`src/rtl/credit_aging_slot_table_assert.svh`:
```
// ----------------------------------------------------------------------------
// Credit aging slot table assertion macros
// Shared concurrent assertion forms for the slot table RTL.
// ----------------------------------------------------------------------------
`ifndef CREDIT_AGING_SLOT_TABLE_ASSERT_SVH
`define CREDIT_AGING_SLOT_TABLE_ASSERT_SVH

// Generic form with explicit clock and active-low reset.
`define CAT_ASSERT(lbl, clk, rstn, prop) \
  lbl: assert property (@(posedge clk) disable iff (!rstn) prop) \
    else $error("credit aging slot table check failed");

// Form for modules clocked by clk_i and reset by rst_ni.
`define CAT_ASSERT_CLK(lbl, prop) \
  `CAT_ASSERT(lbl, clk_i, rst_ni, prop)

`endif

```
`src/rtl/cat_pkg.sv`:
```
// ----------------------------------------------------------------------------
// Credit aging slot table package
// Shared constants, codes and control types.
// ----------------------------------------------------------------------------
package cat_pkg;

  localparam int unsigned ENTRIES_DEF     = 16;
  localparam int unsigned KEY_BITS_DEF    = 32;
  localparam int unsigned CREDIT_BITS_DEF = 16;

  localparam int unsigned CFG_W    = 16;
  localparam int unsigned MODE_W   = 2;
  localparam int unsigned STATUS_W = 3;

  localparam logic [CFG_W-1:0] INIT_CREDIT_RST = 16'd20;

  typedef enum logic [MODE_W-1:0] {
    MODE_ACCESS  = 2'd0,
    MODE_RELEASE = 2'd1,
    MODE_FLUSH   = 2'd2
  } mode_e;

  typedef enum logic [STATUS_W-1:0] {
    ST_HIT       = 3'd0,
    ST_INS_FREE  = 3'd1,
    ST_INS_REPL  = 3'd2,
    ST_LOAD_FAIL = 3'd3,
    ST_RELEASED  = 3'd4,
    ST_NOT_FOUND = 3'd5,
    ST_FLUSHED   = 3'd6
  } status_e;

  typedef enum logic [2:0] {
    S_IDLE,
    S_SEARCH,
    S_RESOLVE,
    S_INSERT,
    S_AGE,
    S_REPORT
  } fsm_e;

  typedef struct packed {
    logic load;
    logic scan;
    logic age;
    logic resolve;
    logic insert;
    logic report;
  } ctrl_cmd_t;

  typedef struct packed {
    logic walk_done;
    logic plan_insert;
    logic plan_age;
    logic out_busy;
  } dp_stat_t;

endpackage

```
`src/rtl/cat_item_if.sv`:
```
// ----------------------------------------------------------------------------
// Slot table request channel
// Valid/ready channel carrying one table transaction.
// ----------------------------------------------------------------------------
interface cat_item_if #(
  parameter int unsigned KEY_BITS = cat_pkg::KEY_BITS_DEF
) ();

  logic                        valid;
  logic                        ready;
  logic [cat_pkg::MODE_W-1:0]  mode;
  logic [KEY_BITS-1:0]         key;
  logic                        load_ok;

  modport source (output valid, mode, key, load_ok, input ready);
  modport sink   (input valid, mode, key, load_ok, output ready);

endinterface

```
`src/rtl/cat_result_if.sv`:
```
// ----------------------------------------------------------------------------
// Slot table result channel
// Valid/ready channel carrying one result transaction.
// ----------------------------------------------------------------------------
interface cat_result_if #(
  parameter int unsigned ENTRIES  = cat_pkg::ENTRIES_DEF,
  parameter int unsigned KEY_BITS = cat_pkg::KEY_BITS_DEF
) ();

  localparam int unsigned SLOT_W = (ENTRIES > 1) ? $clog2(ENTRIES) : 1;
  localparam int unsigned CNT_W  = $clog2(ENTRIES + 1);

  logic                          valid;
  logic                          ready;
  logic [cat_pkg::STATUS_W-1:0]  status;
  logic [SLOT_W-1:0]             slot;
  logic [KEY_BITS-1:0]           replaced_key;
  logic [ENTRIES-1:0]            evicted_mask;
  logic [CNT_W-1:0]              valid_count;

  modport source (output valid, status, slot, replaced_key, evicted_mask, valid_count,
                  input ready);
  modport sink   (input valid, status, slot, replaced_key, evicted_mask, valid_count,
                  output ready);

endinterface

```
`src/rtl/credit_aging_slot_table.sv`:
```
// ----------------------------------------------------------------------------
// Credit aging slot table
// Fully associative key table with credit aging, release and flush.
// ----------------------------------------------------------------------------
// One transaction at a time: each access request walks the table twice,
// one entry per cycle through the key and credit memories (search, then
// aging); release, flush, failed loads and unused modes skip the aging
// walk. The result sits in an output register, so the next request is
// taken while it waits.
module credit_aging_slot_table #(
  parameter int unsigned ENTRIES     = cat_pkg::ENTRIES_DEF,
  parameter int unsigned KEY_BITS    = cat_pkg::KEY_BITS_DEF,
  parameter int unsigned CREDIT_BITS = cat_pkg::CREDIT_BITS_DEF
) (
  input  logic                      clk_i,
  input  logic                      rst_ni,
  input  logic                      cfg_we_i,
  input  logic [cat_pkg::CFG_W-1:0] cfg_wdata_i,
  cat_item_if.sink                  item_i,
  cat_result_if.source              result_o
);

  cat_pkg::ctrl_cmd_t cmd;
  cat_pkg::dp_stat_t  stat;

  cat_ctrl u_ctrl (
    .clk_i  (clk_i),
    .rst_ni (rst_ni),
    .item_i (item_i),
    .stat_i (stat),
    .cmd_o  (cmd)
  );

  cat_dpath #(
    .ENTRIES     (ENTRIES),
    .KEY_BITS    (KEY_BITS),
    .CREDIT_BITS (CREDIT_BITS)
  ) u_dpath (
    .clk_i       (clk_i),
    .rst_ni      (rst_ni),
    .cfg_we_i    (cfg_we_i),
    .cfg_wdata_i (cfg_wdata_i),
    .item_i      (item_i),
    .result_o    (result_o),
    .cmd_i       (cmd),
    .stat_o      (stat)
  );

endmodule

```
`src/rtl/cat_ctrl.sv`:
```
// ----------------------------------------------------------------------------
// Slot table controller
// Sequences search, resolve, insert, aging and result hand-off.
// ----------------------------------------------------------------------------
module cat_ctrl (
  input  logic               clk_i,
  input  logic               rst_ni,
  cat_item_if.sink           item_i,
  input  cat_pkg::dp_stat_t  stat_i,
  output cat_pkg::ctrl_cmd_t cmd_o
);

  cat_pkg::fsm_e state_q, state_d;

  always_ff @(posedge clk_i or negedge rst_ni) begin
    if (!rst_ni) begin
      state_q <= cat_pkg::S_IDLE;
    end else begin
      state_q <= state_d;
    end
  end

  always_comb begin
    state_d      = state_q;
    cmd_o        = '0;
    item_i.ready = 1'b0;
    unique case (state_q)
      cat_pkg::S_IDLE: begin
        item_i.ready = 1'b1;
        if (item_i.valid) begin
          cmd_o.load = 1'b1;
          state_d    = cat_pkg::S_SEARCH;
        end
      end
      cat_pkg::S_SEARCH: begin
        cmd_o.scan = 1'b1;
        if (stat_i.walk_done) begin
          state_d = cat_pkg::S_RESOLVE;
        end
      end
      cat_pkg::S_RESOLVE: begin
        cmd_o.resolve = 1'b1;
        if (stat_i.plan_insert) begin
          state_d = cat_pkg::S_INSERT;
        end else if (stat_i.plan_age) begin
          state_d = cat_pkg::S_AGE;
        end else begin
          state_d = cat_pkg::S_REPORT;
        end
      end
      cat_pkg::S_INSERT: begin
        cmd_o.insert = 1'b1;
        state_d      = cat_pkg::S_AGE;
      end
      cat_pkg::S_AGE: begin
        cmd_o.scan = 1'b1;
        cmd_o.age  = 1'b1;
        if (stat_i.walk_done) begin
          state_d = cat_pkg::S_REPORT;
        end
      end
      cat_pkg::S_REPORT: begin
        if (!stat_i.out_busy) begin
          cmd_o.report = 1'b1;
          state_d      = cat_pkg::S_IDLE;
        end
      end
      default: begin
        state_d = cat_pkg::S_IDLE;
      end
    endcase
  end

endmodule

```
`src/rtl/cat_dpath.sv`:
```
// ----------------------------------------------------------------------------
// Slot table datapath
// Key and credit memories, valid bits, entry walk, aging and result register.
// ----------------------------------------------------------------------------
`include "credit_aging_slot_table_assert.svh"

module cat_dpath #(
  parameter int unsigned ENTRIES     = cat_pkg::ENTRIES_DEF,
  parameter int unsigned KEY_BITS    = cat_pkg::KEY_BITS_DEF,
  parameter int unsigned CREDIT_BITS = cat_pkg::CREDIT_BITS_DEF
) (
  input  logic                      clk_i,
  input  logic                      rst_ni,
  input  logic                      cfg_we_i,
  input  logic [cat_pkg::CFG_W-1:0] cfg_wdata_i,
  cat_item_if.sink                  item_i,
  cat_result_if.source              result_o,
  input  cat_pkg::ctrl_cmd_t        cmd_i,
  output cat_pkg::dp_stat_t         stat_o
);

  localparam int unsigned SLOT_W = (ENTRIES > 1) ? $clog2(ENTRIES) : 1;
  localparam int unsigned CNT_W  = $clog2(ENTRIES + 1);
  localparam int unsigned WIDE_W = cat_pkg::CFG_W + CREDIT_BITS;
  localparam logic [CREDIT_BITS-1:0] CREDIT_MAX = {CREDIT_BITS{1'b1}};

  function automatic logic [CNT_W-1:0] popcount(input logic [ENTRIES-1:0] v);
    logic [CNT_W-1:0] n;
    n = '0;
    for (int i = 0; i < ENTRIES; i++) begin
      n = n + CNT_W'(v[i]);
    end
    return n;
  endfunction

  logic [cat_pkg::CFG_W-1:0]  init_credit_q;
  logic [cat_pkg::MODE_W-1:0] mode_q;
  logic [KEY_BITS-1:0]        key_q;
  logic                       load_ok_q;

  logic [KEY_BITS-1:0]    key_mem    [ENTRIES];
  logic [CREDIT_BITS-1:0] credit_mem [ENTRIES];
  logic [KEY_BITS-1:0]    rd_key_q;
  logic [CREDIT_BITS-1:0] rd_credit_q;

  logic [CNT_W-1:0]  cnt_q;
  logic              rd_vld_q;
  logic [SLOT_W-1:0] rd_idx_q;
  logic [ENTRIES-1:0] valid_q;

  logic                   found_q;
  logic [SLOT_W-1:0]      found_idx_q;
  logic [SLOT_W-1:0]      min_idx_q;
  logic [CREDIT_BITS-1:0] min_credit_q;
  logic [KEY_BITS-1:0]    min_key_q;

  cat_pkg::status_e   status_q, status_d;
  logic [SLOT_W-1:0]  use_q, use_d;
  logic [KEY_BITS-1:0] rkey_q, rkey_d;
  logic [CNT_W-1:0]   others_q, others_d;
  logic [ENTRIES-1:0] mask_q;

  logic               out_valid_q;
  cat_pkg::status_e   out_status_q;
  logic [SLOT_W-1:0]  out_slot_q;
  logic [KEY_BITS-1:0] out_rkey_q;
  logic [ENTRIES-1:0] out_mask_q;
  logic [CNT_W-1:0]   out_count_q;

  logic                   issue;
  logic [SLOT_W-1:0]      rd_addr;
  logic                   rd_ent_valid;
  logic                   srch;
  logic                   age_act;
  logic [CREDIT_BITS-1:0] dec_credit;
  logic [CREDIT_BITS:0]   used_sum;
  logic [CREDIT_BITS-1:0] used_credit;
  logic [CREDIT_BITS-1:0] new_credit;
  logic                   evict;
  logic [WIDE_W-1:0]      init_wide;
  logic [CREDIT_BITS-1:0] init_sat;
  logic                   cr_we;
  logic [SLOT_W-1:0]      cr_waddr;
  logic [CREDIT_BITS-1:0] cr_wdata;
  logic                   free_any;
  logic [SLOT_W-1:0]      free_idx;
  logic [CNT_W-1:0]       popcnt;
  logic                   p_insert, p_age, p_release, p_flush;

  always_ff @(posedge clk_i or negedge rst_ni) begin
    if (!rst_ni) begin
      init_credit_q <= cat_pkg::INIT_CREDIT_RST;
    end else if (cfg_we_i) begin
      init_credit_q <= cfg_wdata_i;
    end
  end

  always_ff @(posedge clk_i) begin
    if (cmd_i.load) begin
      mode_q    <= item_i.mode;
      key_q     <= item_i.key;
      load_ok_q <= item_i.load_ok;
    end
  end

  assign issue        = cmd_i.scan && (cnt_q < CNT_W'(ENTRIES));
  assign rd_addr      = cnt_q[SLOT_W-1:0];
  assign rd_ent_valid = valid_q[rd_idx_q];
  assign srch         = rd_vld_q && !cmd_i.age;
  assign age_act      = rd_vld_q && cmd_i.age && rd_ent_valid;

  always_ff @(posedge clk_i or negedge rst_ni) begin
    if (!rst_ni) begin
      cnt_q    <= '0;
      rd_vld_q <= 1'b0;
    end else begin
      rd_vld_q <= issue;
      if (cmd_i.load || cmd_i.resolve) begin
        cnt_q <= '0;
      end else if (issue) begin
        cnt_q <= cnt_q + CNT_W'(1);
      end
    end
  end

  always_ff @(posedge clk_i) begin
    if (issue) begin
      rd_idx_q <= rd_addr;
    end
  end

  // Key memory
  always_ff @(posedge clk_i) begin
    if (cmd_i.insert) begin
      key_mem[use_q] <= key_q;
    end
    if (issue) begin
      rd_key_q <= key_mem[rd_addr];
    end
  end

  // Credit memory
  always_ff @(posedge clk_i) begin
    if (cr_we) begin
      credit_mem[cr_waddr] <= cr_wdata;
    end
    if (issue) begin
      rd_credit_q <= credit_mem[rd_addr];
    end
  end

  assign init_wide = WIDE_W'(init_credit_q);
  assign init_sat  = (init_wide > WIDE_W'(CREDIT_MAX)) ? CREDIT_MAX
                                                       : init_wide[CREDIT_BITS-1:0];

  assign dec_credit  = (rd_credit_q == '0) ? '0 : rd_credit_q - CREDIT_BITS'(1);
  assign used_sum    = {1'b0, dec_credit} + (CREDIT_BITS + 1)'(others_q);
  assign used_credit = used_sum[CREDIT_BITS] ? CREDIT_MAX : used_sum[CREDIT_BITS-1:0];
  assign new_credit  = (rd_idx_q == use_q) ? used_credit : dec_credit;
  assign evict       = age_act && (new_credit == '0);

  assign cr_we    = cmd_i.insert || age_act;
  assign cr_waddr = cmd_i.insert ? use_q : rd_idx_q;
  assign cr_wdata = cmd_i.insert ? init_sat : new_credit;

  always_ff @(posedge clk_i or negedge rst_ni) begin
    if (!rst_ni) begin
      found_q <= 1'b0;
    end else if (cmd_i.load) begin
      found_q <= 1'b0;
    end else if (srch && rd_ent_valid && (rd_key_q == key_q) && !found_q) begin
      found_q <= 1'b1;
    end
  end

  always_ff @(posedge clk_i) begin
    if (srch && rd_ent_valid && (rd_key_q == key_q) && !found_q) begin
      found_idx_q <= rd_idx_q;
    end
    if (srch && ((rd_idx_q == '0) || (rd_credit_q < min_credit_q))) begin
      min_idx_q    <= rd_idx_q;
      min_credit_q <= rd_credit_q;
      min_key_q    <= rd_key_q;
    end
  end

  always_comb begin
    free_any = 1'b0;
    free_idx = '0;
    for (int i = ENTRIES - 1; i >= 0; i--) begin
      if (!valid_q[i]) begin
        free_any = 1'b1;
        free_idx = SLOT_W'(i);
      end
    end
  end

  assign popcnt = popcount(valid_q);

  always_comb begin
    status_d  = cat_pkg::ST_NOT_FOUND;
    use_d     = '0;
    rkey_d    = '0;
    others_d  = popcnt;
    p_insert  = 1'b0;
    p_age     = 1'b0;
    p_release = 1'b0;
    p_flush   = 1'b0;
    unique case (mode_q)
      cat_pkg::MODE_ACCESS: begin
        if (found_q) begin
          status_d = cat_pkg::ST_HIT;
          use_d    = found_idx_q;
          others_d = popcnt - CNT_W'(1);
          p_age    = 1'b1;
        end else if (!load_ok_q) begin
          status_d = cat_pkg::ST_LOAD_FAIL;
        end else if (free_any) begin
          status_d = cat_pkg::ST_INS_FREE;
          use_d    = free_idx;
          p_insert = 1'b1;
          p_age    = 1'b1;
        end else begin
          status_d = cat_pkg::ST_INS_REPL;
          use_d    = min_idx_q;
          rkey_d   = min_key_q;
          others_d = popcnt - CNT_W'(1);
          p_insert = 1'b1;
          p_age    = 1'b1;
        end
      end
      cat_pkg::MODE_RELEASE: begin
        if (found_q) begin
          status_d  = cat_pkg::ST_RELEASED;
          use_d     = found_idx_q;
          p_release = 1'b1;
        end
      end
      cat_pkg::MODE_FLUSH: begin
        status_d = cat_pkg::ST_FLUSHED;
        p_flush  = 1'b1;
      end
      default: begin
        status_d = cat_pkg::ST_NOT_FOUND;
      end
    endcase
  end

  always_ff @(posedge clk_i) begin
    if (cmd_i.resolve) begin
      status_q <= status_d;
      use_q    <= use_d;
      rkey_q   <= rkey_d;
      others_q <= others_d;
      mask_q   <= p_flush ? valid_q : '0;
    end else if (evict) begin
      mask_q[rd_idx_q] <= 1'b1;
    end
  end

  always_ff @(posedge clk_i or negedge rst_ni) begin
    if (!rst_ni) begin
      valid_q <= '0;
    end else begin
      if (cmd_i.resolve && p_release) begin
        valid_q[found_idx_q] <= 1'b0;
      end
      if (cmd_i.resolve && p_flush) begin
        valid_q <= '0;
      end
      if (cmd_i.insert) begin
        valid_q[use_q] <= 1'b1;
      end
      if (evict) begin
        valid_q[rd_idx_q] <= 1'b0;
      end
    end
  end

  always_ff @(posedge clk_i or negedge rst_ni) begin
    if (!rst_ni) begin
      out_valid_q <= 1'b0;
    end else if (cmd_i.report) begin
      out_valid_q <= 1'b1;
    end else if (result_o.ready) begin
      out_valid_q <= 1'b0;
    end
  end

  always_ff @(posedge clk_i) begin
    if (cmd_i.report) begin
      out_status_q <= status_q;
      out_slot_q   <= use_q;
      out_rkey_q   <= rkey_q;
      out_mask_q   <= mask_q;
      out_count_q  <= popcnt;
    end
  end

  assign result_o.valid        = out_valid_q;
  assign result_o.status       = out_status_q;
  assign result_o.slot         = out_slot_q;
  assign result_o.replaced_key = out_rkey_q;
  assign result_o.evicted_mask = out_mask_q;
  assign result_o.valid_count  = out_count_q;

  assign stat_o.walk_done   = rd_vld_q && (rd_idx_q == SLOT_W'(ENTRIES - 1));
  assign stat_o.plan_insert = p_insert;
  assign stat_o.plan_age    = p_age;
  assign stat_o.out_busy    = out_valid_q && !result_o.ready;

  `CAT_ASSERT_CLK(a_rd_idx_range, rd_vld_q |-> (rd_idx_q <= SLOT_W'(ENTRIES - 1)))
  `CAT_ASSERT_CLK(a_insert_sets_valid, cmd_i.insert |=> valid_q[use_q])
  `CAT_ASSERT_CLK(a_repl_only_full, (cmd_i.resolve && (status_d == cat_pkg::ST_INS_REPL)) |-> (&valid_q))
  `CAT_ASSERT_CLK(a_flush_empties, (result_o.valid && (result_o.status == cat_pkg::ST_FLUSHED)) |-> (result_o.valid_count == '0))

endmodule

```
`src/flat_wrapper.sv`:
```
// flat-port wrapper written by rule: the top's interface ports become plain ports
module credit_aging_slot_table_flat 
#(
  parameter int unsigned ENTRIES     = cat_pkg::ENTRIES_DEF,
  parameter int unsigned KEY_BITS    = cat_pkg::KEY_BITS_DEF,
  parameter int unsigned CREDIT_BITS = cat_pkg::CREDIT_BITS_DEF
)
  (clk_i, rst_ni, cfg_we_i, cfg_wdata_i, item_i_valid, item_i_mode, item_i_key, item_i_load_ok, item_i_ready, result_o_valid, result_o_status, result_o_slot, result_o_replaced_key, result_o_evicted_mask, result_o_valid_count, result_o_ready);
  cat_item_if #(.KEY_BITS(KEY_BITS)) item_i_i ();
  cat_result_if #(.ENTRIES(ENTRIES), .KEY_BITS(KEY_BITS)) result_o_i ();
  input  logic clk_i;
  input  logic rst_ni;
  input  logic cfg_we_i;
  input  logic [cat_pkg::CFG_W-1:0] cfg_wdata_i;
  input wire logic [$bits(item_i_i.valid)-1:0] item_i_valid;
  input wire logic [$bits(item_i_i.mode)-1:0] item_i_mode;
  input wire logic [$bits(item_i_i.key)-1:0] item_i_key;
  input wire logic [$bits(item_i_i.load_ok)-1:0] item_i_load_ok;
  output wire logic [$bits(item_i_i.ready)-1:0] item_i_ready;
  output wire logic [$bits(result_o_i.valid)-1:0] result_o_valid;
  output wire logic [$bits(result_o_i.status)-1:0] result_o_status;
  output wire logic [$bits(result_o_i.slot)-1:0] result_o_slot;
  output wire logic [$bits(result_o_i.replaced_key)-1:0] result_o_replaced_key;
  output wire logic [$bits(result_o_i.evicted_mask)-1:0] result_o_evicted_mask;
  output wire logic [$bits(result_o_i.valid_count)-1:0] result_o_valid_count;
  input wire logic [$bits(result_o_i.ready)-1:0] result_o_ready;
  assign item_i_i.valid = item_i_valid;
  assign item_i_i.mode = item_i_mode;
  assign item_i_i.key = item_i_key;
  assign item_i_i.load_ok = item_i_load_ok;
  assign item_i_ready = item_i_i.ready;
  assign result_o_valid = result_o_i.valid;
  assign result_o_status = result_o_i.status;
  assign result_o_slot = result_o_i.slot;
  assign result_o_replaced_key = result_o_i.replaced_key;
  assign result_o_evicted_mask = result_o_i.evicted_mask;
  assign result_o_valid_count = result_o_i.valid_count;
  assign result_o_i.ready = result_o_ready;
  credit_aging_slot_table #(.ENTRIES(ENTRIES), .KEY_BITS(KEY_BITS), .CREDIT_BITS(CREDIT_BITS)) u_core (.clk_i(clk_i), .rst_ni(rst_ni), .cfg_we_i(cfg_we_i), .cfg_wdata_i(cfg_wdata_i), .item_i(item_i_i), .result_o(result_o_i));
endmodule
```
`config.mk`:
```
export PLATFORM = sky130hd
export DESIGN_NAME = credit_aging_slot_table_flat
export DESIGN_NICKNAME = d
export VERILOG_FILES = /design/src/rtl/cat_pkg.sv /design/src/rtl/cat_item_if.sv /design/src/rtl/cat_result_if.sv /design/src/rtl/credit_aging_slot_table.sv /design/src/rtl/cat_ctrl.sv /design/src/rtl/cat_dpath.sv /design/src/flat_wrapper.sv
export VERILOG_INCLUDE_DIRS = /design/src /design/src/rtl
export SDC_FILE = /design/constraint.sdc
export NUM_CORES = 1
export LEC_CHECK = 0
export ABC_AREA = 1
export BUFFER_PORTS_ARGS = -buffer_cell sky130_fd_sc_hd__buf_2
export CAP_MARGIN = 5
export CELL_PAD_IN_SITES_DETAIL_PLACEMENT = 0
export CELL_PAD_IN_SITES_GLOBAL_PLACEMENT = 1
export CORE_ASPECT_RATIO = 0.8
export CORE_MARGIN = 5
export CORE_UTILIZATION = 50
export CTS_CLUSTER_DIAMETER = 80
export DETAILED_ROUTE_END_ITERATION = 10
export PLACE_DENSITY_LB_ADDON = 0.1
export SLEW_MARGIN = 10
export SYNTH_ARGS = -nofsm -noshare
export SYNTH_HDL_FRONTEND = slang
export SYNTH_SLANG_ARGS = --single-unit
```
`constraint.sdc`:
```
create_clock -name clk_i -period 7.83 [get_ports clk_i]
set_input_delay 0.3915 -clock clk_i [delete_from_list [all_inputs] [get_ports clk_i]]
set_output_delay 0.3915 -clock clk_i [all_outputs]
set_load 0.005 [all_outputs]
```
Yosys cells after proc, flatten, opt, wreduce, memory -nomap -nowiden. Memory sizes are Yosys's and may differ from the RTL's. A register that Yosys moved wholly into a read port is not among the register bits. Index checks and enable logic that the tools add are counted.

Word-level logic and storage cells: 212. Bits of input ports: 56. Output and inout bits: 62. Bits in writable memories: 768. Register bits: 258. Memories kept: 2.

Memory list: u_core.u_dpath.key_mem (depth 16, bits a word 32, read ports 1, clocked after memory_dff 1, wr ports 1, RTL line cat_dpath.sv:41) `logic [KEY_BITS-1:0] key_mem [ENTRIES];`; u_core.u_dpath.credit_mem (depth 16, bits a word 16, read ports 1, clocked after memory_dff 1, wr ports 1, RTL line cat_dpath.sv:42) `logic [CREDIT_BITS-1:0] credit_mem [ENTRIES];`.

Bitwise operators: 8. Multiplexer cells: 101. $lt $le $gt $ge: 9. Equality and inequality tests: 14. Reduce and logical (&&, ||, !) cells: 34. Add/subtract/negate cells: 19.

Operators with widths (number): 16-bit two-way mux (12); 4-bit two-way mux (21); 5-bit by 1-bit adder with 5-bit output (11); 1-bit two-way mux (47); 16-bit AND (2); 32-bit == test (1); 16-bit logical NOT (2); 16-bit inverter (2); 16-bit bitwise OR (2); 5-bit two-way mux (6); 3-bit case mux with 6 select lines (1); 16-bit by 5-bit adder with 17-bit output (1); 16-bit > comparator, second input constant (1); 1-bit logical AND (16); 16-bit less-than comparator (1); 16-bit by 1-bit subtractor with 16-bit output, second input constant (1); 4-bit by 5-bit less-than comparator with 1-bit output, second input constant (3); 3-bit two-way mux (5); 1-bit demux with 4-bit select (3); 4-bit by 1-bit greater-or-equal comparator with 1-bit output, second input constant (3); 3-bit case mux with 3 select lines (1); 4-bit case mux with 2 select lines (1); 2-bit nonzero test (4); 3-bit by 2-bit == test with 1-bit output, second input constant (2); 26 further kinds (36).

Logic depth before layout (Yosys ltp). Gate-level depths: netlist (run 1).

Depth after elaboration: 20. Gate-level depth with buffers: 30. Gate-level depth less buffers: 27.

Worst setup path after synthesis (run 1). OpenSTA, ideal clock, no wires.

Kind: flip-flop to flip-flop. From: register u_core.u_dpath.rd_credit_q[1], read port of u_core.u_dpath.credit_mem. To: register u_core.u_dpath.min_credit_q[0], enable pin. Library setup time: 479 ps. Arrival time: 3935 ps. Buffers on the path: 0. Data required time: 7351 ps. Slack: 3416 ps. Stages on the path, launching flop included: 10. Period minus slack after synthesis: 4414 ps. Cells stage by stage: edfxtp_1 ha_1 a21boi_0 o211ai_1 nand2_1 nand4_1 o211ai_1 a21oi_1 o211ai_1 a21oi_1.

Cells in the longest elaborated chain, start to end: 3.

RTL lines: from (decl) (RTL line cat_dpath.sv:44) `logic [CREDIT_BITS-1:0] rd_credit_q;`; 16-bit less-than comparator (RTL line cat_dpath.sv:180) `if (srch && ((rd_idx_q == '0) || (rd_credit_q < min_credit_q))) begin`; 1-bit logical OR (RTL line cat_dpath.sv:180); 1-bit logical AND (RTL line cat_dpath.sv:180); to (signal assigned) (RTL line cat_dpath.sv:182) `min_credit_q <= rd_credit_q;`; to (decl) (RTL line cat_dpath.sv:54) `logic [CREDIT_BITS-1:0] min_credit_q;`.

Every way passes these cells. A chain may end at the register's enable or synchronous reset.

Worst setup path in the final report (run 1).
From: register u_core.u_dpath.rd_credit_q[0], read port of u_core.u_dpath.credit_mem. To: register u_core.u_dpath.mask_q[3], enable pin.

Cells in the longest elaborated chain, start to end: 8. Elaborated cells between the ends (all ways): 9. Classes of those cells: add/sub: 2; mux: 3; reduce/logical: 4.

RTL lines: 16-bit by 1-bit subtractor with 16-bit output / 16-bit logical NOT (equally long branches) (RTL line cat_dpath.sv:156) `assign dec_credit = (rd_credit_q == '0) ? '0 : rd_credit_q - CREDIT_BITS'(1);`; 16-bit two-way mux (*) (RTL line cat_dpath.sv:156); 16-bit by 5-bit adder with 17-bit output (RTL line cat_dpath.sv:157) `assign used_sum = {1'b0, dec_credit} + (CREDIT_BITS + 1)'(others_q);`; 16-bit two-way mux (RTL line cat_dpath.sv:158) `assign used_credit = used_sum[CREDIT_BITS] ? CREDIT_MAX : used_sum[CREDIT_BITS-1:0];`; 16-bit two-way mux (*) (RTL line cat_dpath.sv:159) `assign new_credit = (rd_idx_q == use_q) ? used_credit : dec_credit;`; 16-bit logical NOT (*) (RTL line cat_dpath.sv:160) `assign evict = age_act && (new_credit == '0);`; 1-bit logical AND (*) (RTL line cat_dpath.sv:160); 2-bit nonzero test (no line) (*); to (signal assigned) (RTL line cat_dpath.sv:255) `mask_q <= p_flush ? valid_q : '0;`; to (decl) (RTL line cat_dpath.sv:61) `logic [ENTRIES-1:0] mask_q;`.

Every way passes the cells marked *; elsewhere a longest branch is shown, timed or not.

==> results of run 1 <==
==> sequential cells by signal, summed over array words and instances (netlist names), 3 cells and up <==
name                                  count
u_core.u_dpath.result_o.evicted_mask     16
u_core.u_dpath.valid_q                   16
u_core.u_dpath.use_q                      4
u_core.u_dpath.rd_credit_q               16
u_core.u_dpath.credit_mem               256
u_core.u_dpath.result_o.slot              4
u_core.u_dpath.others_q                   5
u_core.u_dpath.result_o.valid_count       5
u_core.u_dpath.min_credit_q              16
u_core.u_dpath.result_o.replaced_key     32
u_core.u_dpath.found_idx_q                4
u_core.u_dpath.rd_idx_q                   4
u_core.u_dpath.init_credit_q             16
u_core.u_dpath.mask_q                    16
u_core.u_dpath.key_q                     32
u_core.u_dpath.rkey_q                    32
u_core.u_dpath.key_mem                  512
u_core.u_ctrl.state_q                     3
u_core.u_dpath.status_q                   3
u_core.u_dpath.min_idx_q                  4
u_core.u_dpath.rd_key_q                  32
u_core.u_dpath.result_o.status            3
u_core.u_dpath.min_key_q                 32
u_core.u_dpath.cnt_q                      5
==> path summary, 6_finish.rpt <==
path | from | cells after the start | slack, ps | end
setup / recovery | u_core.u_dpath.rd_credit_q[0] | 24 | 2940 | u_core.u_dpath.mask_q[3]
hold / removal | result_o_ready | 4 | 50 | u_core.u_dpath.result_o.valid
setup reg to reg | u_core.u_dpath.rd_credit_q[0] | 24 | 2940 | u_core.u_dpath.mask_q[3]
hold reg to reg | u_core.u_dpath.status_q[0] | 0 | 420 | u_core.u_dpath.result_o.status[0]
max in group asynchronous | rst_ni | 3 | 6960 | u_core.u_dpath.cnt_q[0]
min in group asynchronous | rst_ni | 3 | 370 | u_core.u_dpath.init_credit_q[12]
==> power by group through the flow <==
stage / Sequential (mW) / Combinational (mW) / Clock [mW]
global route: 8.22 / 6.10 / 5.47
floorplan: 8.05 / 3.68 / 0
CTS: 8.15 / 5.52 / 5.23
detailed placement: 8.27 / 5.46 / 0
global placement: 8.25 / 5.36 / 0
finish: 8.16 / 5.50 / 5.12
==> logic make-up (layout without fill, tap and decap cells) <==
kind of cell	after synthesis	after routing	share of synthesized area, %
simple gates	1080	1080	10.3
flops	1074	1074	73.7
compound gates	576	576	8.71
buf+inv	371	632	3.28
mux	85	85	1.98
fa+ha+maj	39	39	1.31
xor+xnor	38	38	0.766
==> tightest hold or removal path, cell delays in order <==
cell	delay, ps
buf_2	80
nor2_1	70
inv_1	80
nand2_1	50
==> through the flow <==
step	std cells	setup slack, ps	util, %	hold WS (ps)	area [um^2]
3_5_place_dp	4404	3000	52.9	405	45500
2_1_floorplan	3263	3420	-	95.9	43500
3_3_place_gp	4404	3120	52.9	403	45500
4_1_cts	4648	2960	57.5	4.92	49500
5_1_grt	4651	2490	57.6	72.4	49500
6_report	4651	2940	57.6	52.3	49500
==> synthesized netlist by cell type, drive strengths merged (2+ instances only) <==
library cell / number
nor4: 3
nand3: 139
or2: 4
a22oi: 5
nor3b: 2
clkbuf: 131
and2: 2
mux2i: 77
mux2: 8
fa: 11
xor2: 17
nand3b: 2
clkinv: 2
o21ai: 288
a21boi: 2
nand2: 292
nand4: 11
o32ai: 116
xnor2: 21
dfstp: 2
o211ai: 25
o311ai: 17
o22ai: 4
o221ai: 78
nor2: 612
dfrtp: 41
a21oi: 31
edfxtp: 1031
nor3: 12
a31oi: 4
ha: 28
inv: 203
buf: 35
==> metal layers <==
| layer | wire, um | up-vias | global-route usage (%) | share of wire (%) |
|---|---|---|---|---|
| li1 | - | 12315 | - | - |
| met1 | 50300 | 13584 | 34.8 | 44 |
| met2 | 55400 | 954 | 40.6 | 48 |
| met3 | 7130 | 172 | 3.45 | 6.2 |
| met4 | 2660 | 0 | 6.18 | 2.3 |
| met5 | 0 | - | 0 | 0 |
==> layout make-up <==
class | count | area (um^2)
flip-flops and latches | 1074 | 32000
clock inverters | 66 | 786
repair buffers | 233 | 1590
well taps | 1127 | 1410
inverters | 205 | 778
clock buffers | 128 | 2710
fillers | 6813 | 36500
multi-input cells | 1818 | 10200
==> timing repair <==
item	CTS	global route
hold buffers	50	0
endpoints found under the hold margin	90	0
setup endpoints to repair	0	0
==> summary.txt, run 1 <==
Setup path
  – Worst path buffer plus inverter count: 3
  – Startpoint Class: flip-flop
  – Max incr delay on CP: 510 ps
  – Crit-path cells: inv_1, ha_1, nand2_2, nor2_4, nand2_4, inv_1, nor2_1, ha_1, fa_1, nand3_1, nand2_1, nand2_1, nand2_1, nand3_2, nor2_4, inv_2, nor2_1, nand3_1, nand2_1, nor2_1, nand3_2, nor2_4, nand2_1, nand2_1
  – Crit-path slowest cell: nand2_1
  – Cell family with most CP delay: simple AND/OR/NAND/NOR gates
  – CP Class: flip-flop to flip-flop
  – Worst path arrival time: 5160 ps
  – CP max FO: 17
  – Most used cell, CP: nand2_1
  – Critical path endpoint category: flip-flop
  – Worst EP required: 8100 ps

Finish
  – Layout cells sized above 1: 11.5%
  – Nets: 3531
  – Ant. Diodes: 0
  – Commonest non-fill, non-tap cell in the layout: edfxtp_1
  – Area delta synth->final: 13.9%
  – Most frequent cells in the layout: 1031 x edfxtp_1, 577 x nor2_1, 287 x nand2_1, 284 x o21ai_0, 195 x inv_1

Drt
  – Initial drt markers: 2703
  – DRC viols: 0
  – Via density: 5.81
  – Wirelength, routed: 115000 um
  – Post-route antenna net violation count: 0
  – Vias: 27025
  – Routed WL per cell: 24.8 um
  – Pre-antenna DRT Iters: 6

Synthesis
  – Cell variety after synth: 52
  – Syn_area_per_cell: 13.3 um^2
  – Register area share after synthesis: 73.7%
  – Ranking of synthesized cells by area: edfxtp_1 71%, nor2_1 5.2%, o21ai_0 3.3%
  – Yosys top cell area share: 71.2%
  – Synth warn: 0
  – Synthesized Nets: 3358
  – Cell taking the most area after synthesis: edfxtp_1
  – Register bit count reported by yosys: 1074
  – Netlist Area Pre-Place: 0.0435 mm^2
  – Top_reg_cell synth: edfxtp_1
  – Async set or reset register ratio after synthesis: 4.00%
  – Number of synthesized flops with an enable pin: 1031
  – Cells after synthesis: 3263

Timing
  – Setup-failing EPs final: 0
  – Final period util: 62.4%
  – Slew headroom: 21.8%
  – Max Slew Vio Count: 0
  – Post-route minimum period: 4890 ps
  – Final Skew: 38.5 ps
  – Final number of hold-violating endpoints: 0
  – F_max: 0.205 GHz
  – RSZ-0062 raised after global routing: false
  – Least-Margin Pin Slew: 1170 ps
  – Final setup TNS: 0 ps

Global route
  – Overflow after GRT: 0
  – Vias in the first global route: 26390
  – GRT Util Overall: 24.5%
  – Largest net degree at the start of global routing: 268
  – First-pass GRT wire length: 170000 um
  – Antenna violations before repair: 0

Hold path
  – Hold WC Path Type: input port to flip-flop

Placement
  – PortBufs: 117
  – Dpl hpwl: 63600 um
  – Routability congestion estimate: 0.853

Clocking
  – Clock Tree Root: clkbuf_16
  – CTS clk-pin slew, worst paths: 60 ps
  – Clk_lat worst skew: 680 ps
  – CTS tree: yes
  – CTS sink count: 1074
  – Clock Path Buffers: 3
  – Resize count post-CTS: 0
  – Setup repair bufs after CTS: 0
  – CTS buffer count: 104
  – H-tree depth: 3

Power
  – Int Pwr: 12.3 mW
  – PD cells: 379 mW/mm^2
  – Seq pwr share: 43.4%
  – Total Power: 18.8 mW
  – Switching share of total power: 34.5%
  – Combinational power share: 29.3%
  – Leak pwr: 17.2 nW
  – Clock power share: 27.3%
  – NetSw: 6.48 mW
  – Peak VDD IR: 0.000335 V

Floorplan
  – Die area: 0.0930 mm^2
  – Die Wd: 340 um
  – Core area: 0.0860 mm^2
  – Die Y-Extent: 274 um
  – Boundary Pins: 118
  – Core Rows: 96
  – Initial Utilization: 50.5%

Outcome
  – Status: finished, final reports clean

Run
  – # Max-Cap Violations: 0
(Power assumes the default switching activity.)
==> run 2, diff against run 1 <==
--- a/config.mk
+++ b/config.mk
@@ -13,7 +13,7 @@
 export CELL_PAD_IN_SITES_GLOBAL_PLACEMENT = 1
 export CORE_ASPECT_RATIO = 0.8
 export CORE_MARGIN = 5
-export CORE_UTILIZATION = 50
+export CORE_UTILIZATION = 47
 export CTS_CLUSTER_DIAMETER = 80
 export DETAILED_ROUTE_END_ITERATION = 10
 export PLACE_DENSITY_LB_ADDON = 0.1
==> constraint.sdc (replaced) <==
create_clock -name clk_i -period 4.2 [get_ports clk_i]
set_input_delay 0.21 -clock clk_i [delete_from_list [all_inputs] [get_ports clk_i]]
set_output_delay 0.21 -clock clk_i [all_outputs]
set_load 0.005 [all_outputs]
==> summary.txt, run 2 (synthesis results as in run 1) <==
Outcome
  – Status: finished, final reports clean

Hold path
  – Hold wc startpoint: cfg_we_i
  – Hold depth: 2
  – Endpoint, Worst Hold: u_core.u_dpath.init_credit_q[15]
  – Hold WC Path Type: input port to flip-flop

Floorplan
  – Initial Utilization: 47.5%
  – Boundary Pins: 118
  – Die area: 0.0987 mm^2
  – Die Y-Extent: 282 um
  – Core Rows: 99
  – Die Wd: 350 um
  – Core area: 0.0915 mm^2

Drt
  – DRT met1 WL: 54100 um
  – Initial drt markers: 2880
  – Vias: 27557
  – Top Layer Used: met5
  – Routed met3 length: 7960 um
  – Routed WL per cell: 25.0 um
  – Wirelength, routed: 120000 um
  – Met2 WL: 55100 um
  – DRC viols: 0
  – Via density: 5.75
  – Post-route antenna net violation count: 0
  – Pre-antenna DRT Iters: 6

Setup path
  – Crit-path slowest cell: fa_1
  – CP max FO: 2
  – R2r setup slk: 120 ps
  – Cell family with most CP delay: adder cells
  – Worst path buffer plus inverter count: 4
  – Critical path endpoint category: flip-flop
  – Most used cell, CP: fa_1
  – Worst EP required: 4610 ps
  – R2R Path End: u_core.u_dpath.others_q[3]
  – R2r worst-path depth: 14
  – Reg-to-Reg Start: u_core.u_dpath.valid_q[3]
  – Worst path arrival time: 4490 ps
  – CP Class: flip-flop to flip-flop
  – Max incr delay on CP: 560 ps
  – Startpoint Class: flip-flop
  – Crit-path cells: inv_2, fa_1, fa_1, fa_1, fa_1, inv_1, ha_2, inv_1, fa_2, or2_2, nand2_2, buf_4, nand4_1, xnor2_1

Global route
  – Overflow after GRT: 0
  – Vias in the first global route: 26468
  – Antenna violations before repair: 4
  – First-pass GRT wire length: 175000 um
  – Largest net degree at the start of global routing: 163
  – GRT Util Overall: 23.9%

Finish
  – Nets: 3589
  – Largest Register: u_core.u_dpath.key_mem
  – Number of flip-flops in the largest register: 512
  – Area delta synth->final: 15.8%
  – Finished Core Util: 55.0%
  – Layout cells sized above 1: 13.0%
  – Top flop regs: u_core.u_dpath.key_mem (512), u_core.u_dpath.credit_mem (256)
  – Ant. Diodes: 0
  – Commonest non-fill, non-tap cell in the layout: edfxtp_1
  – Most frequent cells in the layout: 1031 x edfxtp_1, 577 x nor2_1, 285 x nand2_1, 281 x o21ai_0, 192 x inv_1

Clocking
  – Clock Tree Root: clkbuf_16
  – CTS clk-pin slew, worst paths: 70 ps
  – Clock Path Buffers: 3
  – CTS buffer count: 106
  – CTS sink count: 1074
  – CTS tree: yes
  – Clk_lat worst skew: 690 ps
  – H-tree depth: 3

Power
  – PD cells: 710 mW/mm^2
  – Leak pwr: 17.5 nW
  – Peak VDD IR: 0.000478 V

Timing
  – Setup-failing EPs final: 0
  – RSZ-0062 raised after global routing: false
  – F_max: 0.245 GHz
  – Final number of hold-violating endpoints: 0
  – Slew headroom: 30.6%
  – Post-route minimum period: 4080 ps
  – Least-Margin Pin Slew: 1040 ps
  – Final Skew: 31.5 ps
  – Final period util: 97.1%
  – Max Slew Vio Count: 0
  – Final setup TNS: 0 ps

Run
  – # Max-Cap Violations: 0

Placement
  – Routability congestion estimate: 0.867
  – Dpl hpwl: 69900 um
  – PortBufs: 117
## run 2: changes by cell type in the layout (fill, tap and decap cells not counted), sizes merged
| cell | previous run | this run |
|---|---|---|
| dlygate4sd3 | 50 | 61 |
| clkinv | 46 | 45 |
| inv | 205 | 207 |
| bufinv | 17 | 12 |
| clkinvlp | 3 | 4 |
| buf | 181 | 228 |
## run 2: worst max path at each step
stage | end | cells after the start | from | slack [ps]
2_1_floorplan | u_core.u_dpath.credit_mem[0][13] | 21 | u_core.u_dpath.rd_credit_q[0] | 40
6_report | u_core.u_dpath.others_q[3] | 14 | u_core.u_dpath.valid_q[3] | 120
3_3_place_gp | u_core.u_dpath.others_q[4] | 14 | u_core.u_dpath.valid_q[11] | 30
3_5_place_dp | u_core.u_dpath.others_q[3] | 14 | u_core.u_dpath.valid_q[11] | 20
4_1_cts | u_core.u_dpath.others_q[3] | 14 | u_core.u_dpath.valid_q[11] | 20
5_1_grt | u_core.u_dpath.others_q[3] | 14 | u_core.u_dpath.valid_q[3] | 2
## run 2: report_power, final
group	internal [mW]	total (mW)	switching [mW]
Sequential	14.2	15.2	0.954
Combinational	3.56	11.1	7.57
Clock	5.44	9.48	4.04
## run 2: per-stage QoR
stage	total power, mW	area (um^2)	setup slack [ps]	hold WS [ps]	instances
2_1_floorplan	21.9	43500	40.0	-85.6	3263
3_3_place_gp	26.0	46200	29.7	349	4534
3_5_place_dp	26.3	46200	18.1	354	4534
4_1_cts	35.8	50300	17.2	1.74	4788
5_1_grt	37.7	50300	1.89	60.7	4791
6_report	35.8	50300	122	38.1	4791
## run 2: cell type report
| type | count | area [um^2] |
|---|---|---|
| Fill cell | 7531 | 41200 |
| Clock inverter | 63 | 701 |
| Inverter | 205 | 781 |
| Timing Repair Buffer | 289 | 2320 |
| Sequential cell | 1074 | 32000 |
| Multi-Input combinational cell | 1818 | 10200 |
| Clock buffer | 130 | 2770 |
| Tap cell | 1212 | 1520 |
## run 2: timing repair
item	CTS	global route
resized for setup	0	12
setup endpoints to repair	0	66
hold buffers	61	0
setup buffers	0	3
endpoints found under the hold margin	93	0
## run 2: routing by layer
metal	up-vias	global-route usage, %
li1	12413	-
met1	13958	36.1
met2	1022	37.7
met3	162	2.92
met4	2	5.67
met5	-	0
